<file path="src/rtl/wlf_pkg.sv">
// Shared types and constants of the waveform level-of-detail folder.
package wlf_pkg;

    localparam int MAX_RUN     = 16;
    localparam int AMP_W       = 8;
    localparam int COLOR_W     = 8;
    localparam int FLAGS_W     = 8;
    localparam int PROD_W      = COLOR_W + AMP_W;
    localparam int RUN_CNT_W   = $clog2(MAX_RUN + 1);
    localparam int WEIGHT_W    = $clog2(MAX_RUN * (1 << (AMP_W - 1)) + 1);
    localparam int SUM_W       = $clog2(MAX_RUN * (1 << (AMP_W - 1)) * ((1 << COLOR_W) - 1) + 1);
    localparam int DIV_W       = WEIGHT_W + COLOR_W;
    localparam int STEP_CNT_W  = $clog2(COLOR_W);
    localparam int NUM_COLORS  = 3;

    localparam int QUEUE_DEPTH = 2;
    localparam int QPTR_W      = $clog2(QUEUE_DEPTH);
    localparam int QCNT_W      = $clog2(QUEUE_DEPTH + 1);

    localparam int APB_ADDR_W  = 3;
    localparam int APB_DATA_W  = 32;
    localparam logic [APB_ADDR_W-1:0] ADDR_AVAIL_MASK = 3'd0;
    localparam logic [FLAGS_W-1:0]    AVAIL_MASK_RESET = 8'h01;

    typedef struct packed {
        logic                       has_data;
        logic                       complete;
        logic signed [AMP_W-1:0]    run_min;
        logic signed [AMP_W-1:0]    run_max;
        logic [SUM_W-1:0]           red_sum;
        logic [SUM_W-1:0]           green_sum;
        logic [SUM_W-1:0]           blue_sum;
        logic [WEIGHT_W-1:0]        weight_sum;
        logic [FLAGS_W-1:0]         flags;
    } t_summary;

endpackage

</file>
<file path="src/rtl/waveform_lod_fold.sv">
// Top level of the waveform level-of-detail folder.
// Lines are taken one per clock cycle while the queue is not full and folded into a running
// min/max, flag AND and magnitude-weighted color sums. The line marked last ends a run; its
// summary goes into a two-entry queue, and a shared divider produces the three average colors
// one quotient bit per cycle; each run passes through the back end as queue pop, 8 division
// steps and output load before its result is shown. Short runs are limited by the divider,
// and full stays high while both queue entries wait. A result stays on the output ports
// until popped while the back end already works on the next run. The available_mask register
// is at byte address 0.
module waveform_lod_fold import wlf_pkg::*; (
    input  logic                     i_clk,
    input  logic                     i_rst_n,
    input  logic                     psel,
    input  logic                     penable,
    input  logic                     pwrite,
    input  logic [APB_ADDR_W-1:0]    paddr,
    input  logic [APB_DATA_W-1:0]    pwdata,
    output logic [APB_DATA_W-1:0]    prdata,
    output logic                     pready,
    input  logic                     push,
    output logic                     full,
    input  logic                     i_line_present,
    input  logic signed [AMP_W-1:0]  i_line_min,
    input  logic signed [AMP_W-1:0]  i_line_max,
    input  logic [COLOR_W-1:0]       i_line_red,
    input  logic [COLOR_W-1:0]       i_line_green,
    input  logic [COLOR_W-1:0]       i_line_blue,
    input  logic [FLAGS_W-1:0]       i_line_flags,
    input  logic                     i_last_line,
    input  logic                     pop,
    output logic                     empty,
    output logic                     o_has_data,
    output logic                     o_complete,
    output logic signed [AMP_W-1:0]  o_out_min,
    output logic signed [AMP_W-1:0]  o_out_max,
    output logic [COLOR_W-1:0]       o_out_red,
    output logic [COLOR_W-1:0]       o_out_green,
    output logic [COLOR_W-1:0]       o_out_blue,
    output logic [FLAGS_W-1:0]       o_out_flags
);

    logic [FLAGS_W-1:0] r_avail_mask;
    logic               cfg_write;
    logic               in_accept;
    logic               front_push;
    t_summary           front_summary;
    logic               q_full;
    logic               q_empty;
    logic               q_pop;
    t_summary           q_head;

    always_comb begin
        pready    = 1'b1;
        cfg_write = psel && penable && pwrite && pready;
        prdata    = (paddr == ADDR_AVAIL_MASK) ? APB_DATA_W'(r_avail_mask) : '0;
        full      = q_full;
        in_accept = push && !q_full;
    end

    always_ff @(posedge i_clk) begin
        if (!i_rst_n) begin
            r_avail_mask <= AVAIL_MASK_RESET;
        end else if (cfg_write && (paddr == ADDR_AVAIL_MASK)) begin
            r_avail_mask <= pwdata[FLAGS_W-1:0];
        end
    end

    wlf_front u_front (
        .i_clk          (i_clk),
        .i_rst_n        (i_rst_n),
        .i_avail_mask   (r_avail_mask),
        .i_accept       (in_accept),
        .i_line_present (i_line_present),
        .i_line_min     (i_line_min),
        .i_line_max     (i_line_max),
        .i_line_red     (i_line_red),
        .i_line_green   (i_line_green),
        .i_line_blue    (i_line_blue),
        .i_line_flags   (i_line_flags),
        .i_last_line    (i_last_line),
        .o_push         (front_push),
        .o_summary      (front_summary)
    );

    wlf_queue u_queue (
        .i_clk   (i_clk),
        .i_rst_n (i_rst_n),
        .i_push  (front_push),
        .i_data  (front_summary),
        .i_pop   (q_pop),
        .o_full  (q_full),
        .o_empty (q_empty),
        .o_head  (q_head)
    );

    wlf_back u_back (
        .i_clk       (i_clk),
        .i_rst_n     (i_rst_n),
        .i_q_empty   (q_empty),
        .i_q_head    (q_head),
        .o_q_pop     (q_pop),
        .i_pop       (pop),
        .o_empty     (empty),
        .o_has_data  (o_has_data),
        .o_complete  (o_complete),
        .o_out_min   (o_out_min),
        .o_out_max   (o_out_max),
        .o_out_red   (o_out_red),
        .o_out_green (o_out_green),
        .o_out_blue  (o_out_blue),
        .o_out_flags (o_out_flags)
    );

endmodule

</file>
<file path="src/rtl/wlf_front.sv">
// Front end: classifies each line and folds usable lines into the running sums.
module wlf_front import wlf_pkg::*; (
    input  logic                    i_clk,
    input  logic                    i_rst_n,
    input  logic [FLAGS_W-1:0]      i_avail_mask,
    input  logic                    i_accept,
    input  logic                    i_line_present,
    input  logic signed [AMP_W-1:0] i_line_min,
    input  logic signed [AMP_W-1:0] i_line_max,
    input  logic [COLOR_W-1:0]      i_line_red,
    input  logic [COLOR_W-1:0]      i_line_green,
    input  logic [COLOR_W-1:0]      i_line_blue,
    input  logic [FLAGS_W-1:0]      i_line_flags,
    input  logic                    i_last_line,
    output logic                    o_push,
    output t_summary                o_summary
);

    logic signed [AMP_W-1:0] r_run_min, n_run_min;
    logic signed [AMP_W-1:0] r_run_max, n_run_max;
    logic [SUM_W-1:0]        r_red_sum, n_red_sum;
    logic [SUM_W-1:0]        r_green_sum, n_green_sum;
    logic [SUM_W-1:0]        r_blue_sum, n_blue_sum;
    logic [WEIGHT_W-1:0]     r_weight_sum, n_weight_sum;
    logic [FLAGS_W-1:0]      r_flags_and, n_flags_and;
    logic                    r_seen_data, n_seen_data;
    logic                    r_all_complete, n_all_complete;
    logic [RUN_CNT_W-1:0]    r_run_count, n_run_count;

    logic                    over_run;
    logic                    usable;
    logic [AMP_W-1:0]        abs_min;
    logic [AMP_W-1:0]        abs_max;
    logic [AMP_W-1:0]        mag;
    logic [AMP_W-1:0]        weight;
    logic [PROD_W-1:0]       prod_red;
    logic [PROD_W-1:0]       prod_green;
    logic [PROD_W-1:0]       prod_blue;

    always_comb begin
        over_run = r_run_count >= RUN_CNT_W'(MAX_RUN);
        usable   = !over_run && i_line_present && ((i_line_flags & i_avail_mask) != '0);
        abs_min  = i_line_min[AMP_W-1] ? AMP_W'(-i_line_min) : AMP_W'(i_line_min);
        abs_max  = i_line_max[AMP_W-1] ? AMP_W'(-i_line_max) : AMP_W'(i_line_max);
        mag      = (abs_min > abs_max) ? abs_min : abs_max;
        weight   = (mag > AMP_W'(1)) ? mag : AMP_W'(1);
        prod_red   = PROD_W'(i_line_red) * PROD_W'(weight);
        prod_green = PROD_W'(i_line_green) * PROD_W'(weight);
        prod_blue  = PROD_W'(i_line_blue) * PROD_W'(weight);

        n_run_min      = r_run_min;
        n_run_max      = r_run_max;
        n_red_sum      = r_red_sum;
        n_green_sum    = r_green_sum;
        n_blue_sum     = r_blue_sum;
        n_weight_sum   = r_weight_sum;
        n_flags_and    = r_flags_and;
        n_seen_data    = r_seen_data;
        n_all_complete = r_all_complete;
        n_run_count    = r_run_count;

        if (!over_run) begin
            n_run_count = r_run_count + RUN_CNT_W'(1);
        end
        if (!usable) begin
            n_all_complete = 1'b0;
        end else begin
            if (!r_seen_data) begin
                n_run_min = i_line_min;
                n_run_max = i_line_max;
            end else begin
                if (i_line_min < r_run_min) begin
                    n_run_min = i_line_min;
                end
                if (i_line_max > r_run_max) begin
                    n_run_max = i_line_max;
                end
            end
            n_seen_data  = 1'b1;
            n_red_sum    = r_red_sum + SUM_W'(prod_red);
            n_green_sum  = r_green_sum + SUM_W'(prod_green);
            n_blue_sum   = r_blue_sum + SUM_W'(prod_blue);
            n_weight_sum = r_weight_sum + WEIGHT_W'(weight);
            n_flags_and  = r_flags_and & i_line_flags;
        end

        o_push               = i_accept && i_last_line;
        o_summary.has_data   = n_seen_data;
        o_summary.complete   = n_all_complete;
        o_summary.run_min    = n_seen_data ? n_run_min : '0;
        o_summary.run_max    = n_seen_data ? n_run_max : '0;
        o_summary.red_sum    = n_red_sum;
        o_summary.green_sum  = n_green_sum;
        o_summary.blue_sum   = n_blue_sum;
        o_summary.weight_sum = n_weight_sum;
        o_summary.flags      = n_seen_data ? n_flags_and : '0;
    end

    always_ff @(posedge i_clk) begin
        if (!i_rst_n || (i_accept && i_last_line)) begin
            r_run_min      <= '0;
            r_run_max      <= '0;
            r_red_sum      <= '0;
            r_green_sum    <= '0;
            r_blue_sum     <= '0;
            r_weight_sum   <= '0;
            r_flags_and    <= '1;
            r_seen_data    <= 1'b0;
            r_all_complete <= 1'b1;
            r_run_count    <= '0;
        end else if (i_accept) begin
            r_run_min      <= n_run_min;
            r_run_max      <= n_run_max;
            r_red_sum      <= n_red_sum;
            r_green_sum    <= n_green_sum;
            r_blue_sum     <= n_blue_sum;
            r_weight_sum   <= n_weight_sum;
            r_flags_and    <= n_flags_and;
            r_seen_data    <= n_seen_data;
            r_all_complete <= n_all_complete;
            r_run_count    <= n_run_count;
        end
    end

endmodule

</file>
<file path="src/rtl/wlf_queue.sv">
// Short queue of finished run summaries between the front end and the divider.
module wlf_queue import wlf_pkg::*; (
    input  logic     i_clk,
    input  logic     i_rst_n,
    input  logic     i_push,
    input  t_summary i_data,
    input  logic     i_pop,
    output logic     o_full,
    output logic     o_empty,
    output t_summary o_head
);

    t_summary            r_entries [QUEUE_DEPTH];
    logic [QPTR_W-1:0]   r_wr_ptr;
    logic [QPTR_W-1:0]   r_rd_ptr;
    logic [QCNT_W-1:0]   r_count;
    logic                do_push;
    logic                do_pop;

    always_comb begin
        o_full  = r_count == QCNT_W'(QUEUE_DEPTH);
        o_empty = r_count == '0;
        o_head  = r_entries[r_rd_ptr];
        do_push = i_push && !o_full;
        do_pop  = i_pop && !o_empty;
    end

    always_ff @(posedge i_clk) begin
        if (do_push) begin
            r_entries[r_wr_ptr] <= i_data;
        end
    end

    always_ff @(posedge i_clk) begin
        if (!i_rst_n) begin
            r_wr_ptr <= '0;
            r_rd_ptr <= '0;
            r_count  <= '0;
        end else begin
            if (do_push) begin
                r_wr_ptr <= r_wr_ptr + QPTR_W'(1);
            end
            if (do_pop) begin
                r_rd_ptr <= r_rd_ptr + QPTR_W'(1);
            end
            if (do_push && !do_pop) begin
                r_count <= r_count + QCNT_W'(1);
            end else if (do_pop && !do_push) begin
                r_count <= r_count - QCNT_W'(1);
            end
        end
    end

endmodule

</file>
<file path="src/rtl/wlf_back.sv">
// Back end: divides the color sums by the weight sum, one quotient bit per cycle.
module wlf_back import wlf_pkg::*; (
    input  logic                     i_clk,
    input  logic                     i_rst_n,
    input  logic                     i_q_empty,
    input  t_summary                 i_q_head,
    output logic                     o_q_pop,
    input  logic                     i_pop,
    output logic                     o_empty,
    output logic                     o_has_data,
    output logic                     o_complete,
    output logic signed [AMP_W-1:0]  o_out_min,
    output logic signed [AMP_W-1:0]  o_out_max,
    output logic [COLOR_W-1:0]       o_out_red,
    output logic [COLOR_W-1:0]       o_out_green,
    output logic [COLOR_W-1:0]       o_out_blue,
    output logic [FLAGS_W-1:0]       o_out_flags
);

    localparam logic [1:0] ST_IDLE = 2'd0;
    localparam logic [1:0] ST_DIV  = 2'd1;
    localparam logic [1:0] ST_WAIT = 2'd2;

    logic [1:0]              r_state;
    logic [STEP_CNT_W-1:0]   r_step;
    logic [DIV_W-1:0]        r_rem [NUM_COLORS];
    logic [DIV_W-1:0]        n_rem [NUM_COLORS];
    logic [COLOR_W-1:0]      r_quo [NUM_COLORS];
    logic [COLOR_W-1:0]      n_quo [NUM_COLORS];
    logic [DIV_W-1:0]        r_dvs;
    logic                    r_has_data;
    logic                    r_complete;
    logic signed [AMP_W-1:0] r_min;
    logic signed [AMP_W-1:0] r_max;
    logic [FLAGS_W-1:0]      r_flags;
    logic                    r_out_valid;
    logic                    pop_ok;
    logic                    out_load;

    always_comb begin
        for (int i = 0; i < NUM_COLORS; i++) begin
            if (r_rem[i] >= r_dvs) begin
                n_rem[i] = r_rem[i] - r_dvs;
                n_quo[i] = {r_quo[i][COLOR_W-2:0], 1'b1};
            end else begin
                n_rem[i] = r_rem[i];
                n_quo[i] = {r_quo[i][COLOR_W-2:0], 1'b0};
            end
        end
        pop_ok   = i_pop && r_out_valid;
        out_load = (r_state == ST_WAIT) && (!r_out_valid || pop_ok);
        o_q_pop  = (r_state == ST_IDLE) && !i_q_empty;
        o_empty  = !r_out_valid;
    end

    always_ff @(posedge i_clk) begin
        if (!i_rst_n) begin
            r_state     <= ST_IDLE;
            r_out_valid <= 1'b0;
        end else begin
            unique case (r_state)
                ST_IDLE: begin
                    if (!i_q_empty) begin
                        r_state <= ST_DIV;
                    end
                end
                ST_DIV: begin
                    if (r_step == '0) begin
                        r_state <= ST_WAIT;
                    end
                end
                ST_WAIT: begin
                    if (out_load) begin
                        r_state <= ST_IDLE;
                    end
                end
                default: begin
                    r_state <= ST_IDLE;
                end
            endcase
            if (out_load) begin
                r_out_valid <= 1'b1;
            end else if (pop_ok) begin
                r_out_valid <= 1'b0;
            end
        end
    end

    always_ff @(posedge i_clk) begin
        if (o_q_pop) begin
            r_rem[0]   <= DIV_W'(i_q_head.red_sum);
            r_rem[1]   <= DIV_W'(i_q_head.green_sum);
            r_rem[2]   <= DIV_W'(i_q_head.blue_sum);
            r_quo[0]   <= '0;
            r_quo[1]   <= '0;
            r_quo[2]   <= '0;
            r_dvs      <= DIV_W'(i_q_head.weight_sum) << (COLOR_W - 1);
            r_step     <= STEP_CNT_W'(COLOR_W - 1);
            r_has_data <= i_q_head.has_data;
            r_complete <= i_q_head.complete;
            r_min      <= i_q_head.run_min;
            r_max      <= i_q_head.run_max;
            r_flags    <= i_q_head.flags;
        end else if (r_state == ST_DIV) begin
            for (int i = 0; i < NUM_COLORS; i++) begin
                r_rem[i] <= n_rem[i];
                r_quo[i] <= n_quo[i];
            end
            r_dvs  <= r_dvs >> 1;
            r_step <= r_step - STEP_CNT_W'(1);
        end
    end

    always_ff @(posedge i_clk) begin
        if (out_load) begin
            o_has_data  <= r_has_data;
            o_complete  <= r_complete;
            o_out_min   <= r_min;
            o_out_max   <= r_max;
            o_out_red   <= r_has_data ? r_quo[0] : '0;
            o_out_green <= r_has_data ? r_quo[1] : '0;
            o_out_blue  <= r_has_data ? r_quo[2] : '0;
            o_out_flags <= r_flags;
        end
    end

endmodule

</file>
<file path="config.mk">
export PLATFORM = sky130hd
export DESIGN_NAME = waveform_lod_fold
export DESIGN_NICKNAME = d
export VERILOG_FILES = /design/src/rtl/wlf_pkg.sv /design/src/rtl/waveform_lod_fold.sv /design/src/rtl/wlf_front.sv /design/src/rtl/wlf_queue.sv /design/src/rtl/wlf_back.sv
export SDC_FILE = /design/constraint.sdc
export NUM_CORES = 1
export LEC_CHECK = 0
export ABC_AREA = 1
export BUFFER_PORTS_ARGS = -buffer_cell sky130_fd_sc_hd__clkbuf_2
export CAP_MARGIN = 20
export CELL_PAD_IN_SITES_DETAIL_PLACEMENT = 1
export CELL_PAD_IN_SITES_GLOBAL_PLACEMENT = 1
export CORE_ASPECT_RATIO = 0.9
export CORE_MARGIN = 10
export CORE_UTILIZATION = 30
export DETAILED_ROUTE_END_ITERATION = 8
export PLACE_DENSITY_LB_ADDON = 0.05
export SLEW_MARGIN = 20
export SYNTH_ARGS = -nofsm -noshare
export SYNTH_HDL_FRONTEND = slang
export SYNTH_SLANG_ARGS = --single-unit
</file>
<file path="constraint.sdc">
create_clock -name i_clk -period 9.1 [get_ports i_clk]
set_clock_uncertainty 0.05 [all_clocks]
set_input_delay 1.82 -clock i_clk [delete_from_list [all_inputs] [get_ports i_clk]]
set_output_delay 1.82 -clock i_clk [all_outputs]
set_load 0.005 [all_outputs]
</file>
# Word-level counts from Yosys, hierarchy flattened
# Memory sizes are Yosys's and may differ from the RTL's. A register that Yosys moved wholly into a read port is not among the register bits.
# Index checks and enable logic that the tools add are counted.
dict set report classes {
  muxes 52
  reduce_logical 33
  order_cmp 8
  n_mul 3
  n_addsub 15
  eq_ne 6
  bitwise_logic 9
}
# op count
set op_table {}
lappend op_table {{8-bit 2-to-1 mux} 18}
lappend op_table {{20-bit 2-to-1 mux} 6}
lappend op_table {{19-bit 2-to-1 mux} 5}
lappend op_table {{20-bit by 19-bit >= comparator with 1-bit output} 3}
lappend op_table {{20-bit by 19-bit subtractor with 20-bit output} 3}
lappend op_table {{19-bit by 16-bit adder with 19-bit output} 3}
lappend op_table {{8-bit by 8-bit multiplier with 16-bit output} 3}
lappend op_table {{8-bit bitwise AND} 2}
lappend op_table {{8-bit > comparator} 2}
lappend op_table {{1-bit 2-to-1 mux} 16}
lappend op_table {{8-bit negation} 2}
lappend op_table {{1-bit logical AND} 14}
lappend op_table {{12-bit by 8-bit adder with 12-bit output} 1}
lappend op_table {{12-bit 2-to-1 mux} 1}
lappend op_table {{2-bit 2-to-1 mux} 5}
lappend op_table {{8-bit by 1-bit > comparator with 1-bit output, second input constant} 1}
lappend op_table {{8-bit < comparator} 1}
lappend op_table {{8-bit nonzero test} 1}
lappend op_table {{1-bit logical NOT} 7}
lappend op_table {{3-bit logical NOT} 2}
lappend op_table {{1-bit bitwise OR} 6}
lappend op_table {{2-bit case mux with 3 select lines} 1}
lappend op_table {{2-bit nonzero test} 3}
lappend op_table {{5-bit by 1-bit adder with 5-bit output, second input constant} 1}
lappend op_table {{other kinds (14)} 19}
dict set report totals {
  memories 3
  mem_bits_rw 274
  regBits 213
}
# memory words width rd rd_ports_with_merged_regs wr line
set memory_table {}
lappend memory_table {u_queue.r_entries 2 95 1 1 1 wlf_queue.sv:13} ;# t_summary r_entries [QUEUE_DEPTH];
lappend memory_table {u_back.r_rem 3 20 3 0 3 wlf_back.sv:26} ;# logic [DIV_W-1:0] r_rem [NUM_COLORS];
lappend memory_table {u_back.r_quo 3 8 3 0 3 wlf_back.sv:28} ;# logic [COLOR_W-1:0] r_quo [NUM_COLORS];

# Logic depth before layout (Yosys ltp)
# Gate-level depths: netlist of run 1.
dict set report depth {
  word_depth 9
  mapped_depth 44
}

# Hierarchy
# A second synthesis of run 1 with hierarchy kept.
dict set report unflattened {
  hier_cells 3716
  hier_area_um2 32706.4
}
# module n_inst cells_each seq_area_each_um2 area_per_inst_um2
set by_module_without_submodules {}
lappend by_module_without_submodules {wlf_front 1 2040 2001.9 14181.1}
lappend by_module_without_submodules {wlf_back 1 1241 5425.2 10578.9}
lappend by_module_without_submodules {wlf_queue 1 334 5805.6 7307.0}
lappend by_module_without_submodules {waveform_lod_fold 1 101 160.2 639.4}

# Worst setup path before layout of run 1
# OpenSTA, ideal clock, no wires.
dict set report synth_timing {
  path_type {in2reg}
  startpoint {in i_line_min[0]}
  endpoint {mem u_queue.r_entries[0][54] (netlist name), data pin}
  n_path_buf 2
  arrival_ns 7.450
  setup_slack_ns 1.329
  required_time_ns 8.779
  stages 39
  cell_sequence {inv_1 -> ha_1 -> or2_1 -> o21ai_0 -> inv_1 -> ha_1 -> nand2_1 -> nand2_1 -> nand2_1 -> nand2_1 -> nand2_1 -> nand2_2 -> nand2_4 -> nand2_1 -> and2_1 -> buf_6 -> nor2_4 -> nand2_4 -> [... 3 more ...] -> fa_1 -> inv_1 -> fa_1 -> inv_1 -> fa_1 -> fa_1 -> inv_1 -> ha_1 -> a21oi_1 -> nand2_1 -> a21boi_0 -> o21bai_1 -> nand2_1 -> nand2_1 -> nand2_1 -> nand2_1 -> nand2_1 -> o21ai_0}
}
# item line
set synth_rtl {}
lappend synth_rtl {{from (decl)} waveform_lod_fold.sv:23} ;# input logic signed [AMP_W-1:0] i_line_min,
lappend synth_rtl {{to (decl)} wlf_queue.sv:13}

==> results_dict.tcl, run 1 <==
set metrics [dict create \
    clockRootBuffer "clkbuf_16" \
    avgSynthCellArea_um2 8.65 \
    drtAntennaViolNets 0 \
    avgRoutedWirePerCell_um 19.1 \
    layout_commonest_cell "nand2_1" \
    cts_resized 0 \
    vias_per_cell 4.57 \
    startpoint_type "input port" \
    drtIter0Drc 1246 \
    overflow 0 \
    synthAdderAreaFrac_pct 18.3 \
    ys_ff_latch 488 \
    mostFrequentLayoutCells "nand2_1 (722), inv_1 (628), nor2_1 (389)" \
    grt_use_total_pct 16.6 \
    cp_slowest_stage_delay_ns 0.64 \
    cts_tree "built" \
    clockBufferDepth 3 \
    cp_data_arrival_time_ns 8.60 \
    cts-htree-levels 2 \
    async_flop_share_pct 0 \
    tightest_slew_ns 1.01 \
    synthFlopType "edfxtp_1" \
    finish.instance_area_mm2 0.0360 \
    path_clk_slew_ns 0.06 \
    synth-simple-area-share_pct 17.4 \
    grt_max_degree 83 \
    start_util_pct 30.4 \
    whs_path_depth 0 \
    area_growth_pct 13.7 \
    layoutNonFillerInstCount 5206 \
    cp.depth 32 \
    place_hpwl_um 75500 \
    slew_headroom_pct 32.5 \
    antenna_found_initial 3 \
    leakagePower_nw 16.3 \
    numClockSinks 488 \
    critPathBufInv 7 \
    first_global_vias 24700 \
    finalCritPeriodShare_pct 90.9 \
    vdd_drop_max_mv 0.176 \
    synth_top_family_by_area "adder cells" \
    layout_min_cycle_time_ns 8.27 \
    hold_viol_final 0 \
    endpoint_kind "register" \
    drc 0 \
    drv_slew 0 \
    layout-drive-gt1-share_pct 8.53 \
    path_delay_family "adder cells" \
    dp.cells 5093 \
    place_area_mm2 0.0339 \
    crit_type "in -> reg" \
    crit_top_cell "nand2_1" \
    rsz0062_at_grt "false" \
    synth_edf_count 362 \
    post-cts-setup-buffer-count 0 \
    crit_slowest_cell "o21ai_1" \
    wirelength_um 99600 \
    fp.dieArea_mm2 0.119 \
    die_x_um 362 \
    path_max_fanout 11 \
    gp_congestion 0.808 \
    drv_cap 0 \
    p_total_mw 14.7 \
    rows 112 \
    fmax_ghz 0.121 \
    rr_worst_depth 19 \
    outcome "finished clean" \
    min_path_type "reg -> reg" \
    ios 177 \
    synth_mux_area_share_pct 0 \
    drtPass1Iterations 5 \
    syn_inst 3658 \
    setup_tns_ns 0 \
    synth-xor-area-share_pct 1.49 \
    synthDistinctLibCells 51 \
    insertion_delay_ns 0.64 \
    synth_compound_area_share_pct 10.7 \
    die_y_um 328 \
    grt_pass1_wl_um 154000 \
    hold_ws_ns 0.365 \
    core_mm2 0.104 \
    critPathRequiredTime_ns 9.43 \
    ys_seq_area_share_pct 42.3 \
    port_buffers 127 \
    cts_buffers 58 \
    syn_area_mm2 0.0316 \
    n_fill_cell 12200 \
    power_density_mw_per_mm2 408 \
    cts_hold_buf 0 \
    num_vias 23800 \
    finalSetupViolations 0 \
    fin_nets 4248 \
    yosysWarnings 0 \
]
[where the power goes]
group          switching [mW]  internal [mW]  leakage [nW]
clock network           0.991           1.55          1.02
logic                    5.86           2.83          10.8
registers               0.218           3.25          4.46
total                    7.06           7.63          16.3
[routing by layer]
| metal | GRT usage (%) | vias up | part of all wire (%) |
|---|---|---|---|
| li1 | - | 12100 | - |
| met1 | 25.9 | 11400 | 55 |
| met2 | 24.3 | 250 | 41 |
| met3 | 1.65 | 103 | 2.5 |
| met4 | 3.65 | 2 | 2.0 |
| met5 | 0 | - | 0.0080 |
[registers in the layout, indices dropped and copies added (netlist names), 8 cells and up, named ones only]
name,flops
u_front.r_run_max,8
u_back.r_quo,24
u_back.r_dvs,19
u_back.r_max,8
u_back.r_flags,8
u_back.o_out_flags,8
u_front.r_run_min,8
u_front.r_red_sum,19
u_front.r_blue_sum,19
u_back.o_out_min,8
u_back.r_rem,60
u_front.r_weight_sum,12
u_back.o_out_max,8
u_back.o_out_blue,8
u_front.r_green_sum,19
u_back.r_min,8
u_queue.r_entries,190
r_avail_mask,8
u_back.o_out_green,8
u_back.o_out_red,8
u_front.r_flags_and,8
[synthesized netlist by cell type, types with 13 or more instances]
library cell,n,share of area (%)
o21ai_1,25,0.40
o21ai_0,253,4.0
buf_4,25,0.59
nand2_2,25,0.49
buf_2,22,0.35
nand2_1,725,8.6
nor3_1,19,0.30
edfxtp_1,362,34
ha_1,217,8.6
o22ai_1,13,0.26
inv_1,632,7.5
nand3_1,117,1.9
fa_1,154,9.7
nand4_1,33,0.65
xnor2_1,20,0.55
dfxtp_1,126,8.0
xor2_1,34,0.94
a211oi_1,19,0.45
a21oi_1,230,3.6
clkbuf_1,73,0.87
nor2_1,392,4.7
[worst paths after layout]
kind	from	end	slack (ns)
worst max-delay path	i_line_min[0]	u_queue.r_entries[0][69]	0.83
worst min-delay path	u_back.r_min[1]	u_back.o_out_min[1]	0.37
worst max register to register	u_front.r_blue_sum[6]	u_queue.r_entries[0][35]	4.44
worst min register to register	u_back.r_min[1]	u_back.o_out_min[1]	0.37
[cell type report]
class	instances	area, µm²	share of cell area [%]
multi-input combinational	2419	15300	42.6
sequential	488	13400	37.2
inverter	643	2420	6.72
tap	1368	1710	4.76
clock buffer	84	1690	4.70
timing repair buffer	175	1020	2.84
clock inverter	26	417	1.16
antenna	3	7.51	0.0209
[per-stage QoR]
step                      setup slack [ns]  util [%]
after floorplan                       1.33         -
after global placement              0.0539      32.5
after detailed placement            0.0172      32.5
after CTS                            0.675      34.5
after global routing                 0.170      34.5
final                                0.832      34.6
[logic make-up after synthesis]
family / count (synthesis)
buf+inv: 774
other cells: 2
simple gates: 1347
fa+ha+maj: 371
compound gates: 622
xor+xnor: 54
flops: 488
Power figures use the tool's default switching activity.
==> run 2, diff against run 1 <==
--- a/config.mk
+++ b/config.mk
@@ -15,5 +15,5 @@
 export CORE_UTILIZATION = 30
 export DETAILED_ROUTE_END_ITERATION = 8
-export PLACE_DENSITY_LB_ADDON = 0.05
+export PLACE_DENSITY_LB_ADDON = 0.1
 export SLEW_MARGIN = 20
 export SYNTH_ARGS = -nofsm -noshare
==> constraint.sdc (replaced) <==
create_clock -name i_clk -period 9.1 [get_ports i_clk]
set_clock_uncertainty 0.05 [all_clocks]
set_input_delay 0.455 -clock i_clk [delete_from_list [all_inputs] [get_ports i_clk]]
set_output_delay 0.455 -clock i_clk [all_outputs]
set_load 0.005 [all_outputs]
==> run 2 against run 1 <==
  * Clock power shrank 6%
  * Highest routed layer is now met4
  * Largest power group unchanged
  * Worst setup slack gained 0.96 ns
  * Critical path type unchanged
  * Non-clock buffer count shrank 16
==> results_dict.tcl, run 2 (same netlist as run 1, synthesis figures left out) <==
set metrics [dict create \
    power_density_mw_per_mm2 404 \
    hold_viol_final 0 \
    start_util_pct 30.4 \
    insertion_delay_ns 0.64 \
    tightest_slew_ns 1.03 \
    finalSetupViolations 0 \
    num_vias 23800 \
    port_buffers 127 \
    layout_min_cycle_time_ns 7.31 \
    rsz0062_at_grt "false" \
    p_total_mw 14.4 \
    place_hpwl_um 73600 \
    fp.dieArea_mm2 0.119 \
    r2r_start "u_front.r_blue_sum[7]" \
    grt_pass1_wl_um 150000 \
    setup_tns_ns 0 \
    cp_data_arrival_time_ns 7.58 \
    fin_nets 4232 \
    crit_start "i_line_min[0]" \
    min_path_type "in -> reg" \
    cts_resized 0 \
    wirelength_um 96900 \
    antenna_found_initial 2 \
    largest_reg_flops 190 \
    post-cts-setup-buffer-count 0 \
    outcome "finished clean" \
    cts-htree-levels 2 \
    rows 112 \
    drtPass1Iterations 5 \
    die_y_um 328 \
    die_x_um 362 \
    crit_top_cell "nand2_1" \
    vias_per_cell 4.59 \
    area_growth_pct 13.0 \
    top_regs "u_queue.r_entries: 190 flops, u_back.r_rem: 60 flops, u_back.r_quo: 24 flops" \
    grt_use_total_pct 16.1 \
    avgRoutedWirePerCell_um 18.7 \
    slew_headroom_pct 31.4 \
    drtIter0Drc 1408 \
    overflow 0 \
    startpoint_type "input port" \
    regArea_mm2 0.0134 \
    first_global_vias 24600 \
    finalCritPeriodShare_pct 80.3 \
    numClockSinks 488 \
    clockBufferDepth 3 \
    crit_slowest_cell "o21ai_0" \
    gp_congestion 0.819 \
    drv_cap 0 \
    mostFrequentLayoutCells "nand2_1 (721), inv_1 (628), nor2_1 (389)" \
    n_fill_cell 12200 \
    top_register "u_queue.r_entries" \
    cts_tree "built" \
    cts_hold_buf 1 \
    vdd_drop_max_mv 0.192 \
    layout-drive-gt1-share_pct 8.23 \
    critPathRequiredTime_ns 9.37 \
    grt_max_degree 76 \
    ios 177 \
    core_mm2 0.104 \
    endpoint_kind "register" \
    layout_commonest_cell "nand2_1" \
    cp_slowest_stage_delay_ns 0.58 \
    path_clk_slew_ns 0.06 \
    clockRootBuffer "clkbuf_16" \
    min-delay-start "pwdata[3]" \
    drtAntennaViolNets 0 \
    drv_slew 0 \
    path_max_fanout 22 \
    cts_buffers 58 \
    leakagePower_nw 16.2 \
    fmax_ghz 0.137 \
    crit_type "in -> reg" \
    drc 0 \
    multi_input_area_mm2 0.0153 \
]
-- run 2: path summary, 6_finish.rpt --
check,endpoint,slack [ns],cells after the start
worst min-delay path,r_avail_mask[3],0.05,3
worst max-delay path,u_queue.r_entries[0][34],1.79,36
worst min register to register,u_back.o_out_min[6],0.36,0
worst max register to register,u_queue.r_entries[0][34],4.37,16
-- run 2: report_power, final --
part	internal, mW	switching [mW]	leakage, nW
combinational	2.75	5.82	10.7
clock	1.42	0.983	0.968
sequential	3.25	0.227	4.46
total	7.42	7.03	16.2
-- run 2: layout make-up --
class                           instances  area share, %
Clock inverter                         30          0.914
Multi-Input combinational cell       2419           42.9
Clock buffer                           78           4.61
Tap cell                             1368           4.79
Antenna cell                            1        0.00700
Inverter                              643           6.76
Sequential cell                       488           37.5
Timing Repair Buffer                  159           2.57
-- run 2: critical path, delay by kind of cell --
kind                     cells  cell delay (ns)
buffers and inverters        7             0.63
AND/OR/NAND/NOR             17             2.23
AO/OA/AOI/OAI                4             1.20
adder cells (fa/ha/maj)      7             2.88
XOR/XNOR                     1             0.17
-- run 2: stage by stage --
| step | utilization [%] | cell area (µm²) | hold slack [ns] | setup slack [ns] | std cells |
|---|---|---|---|---|---|
| after floorplan | - | 31700 | 0.350 | 2.69 | 3681 |
| after detailed placement | 32.4 | 33700 | 0.355 | 1.08 | 5074 |
| after global routing | 34.3 | 35700 | 0.0367 | 1.18 | 5186 |
| after CTS | 34.3 | 35700 | 0.0117 | 1.75 | 5183 |
| final | 34.3 | 35700 | 0.0527 | 1.79 | 5186 |
| after global placement | 32.4 | 33700 | 0.351 | 1.14 | 5074 |
-- run 2: routing by layer --
metal  global-route usage [%]  part of all wire (%)
met1                     25.0                    54
met2                     23.7                    41
met3                     1.67                   2.5
met4                     3.55                   2.0
met5                        0                     0
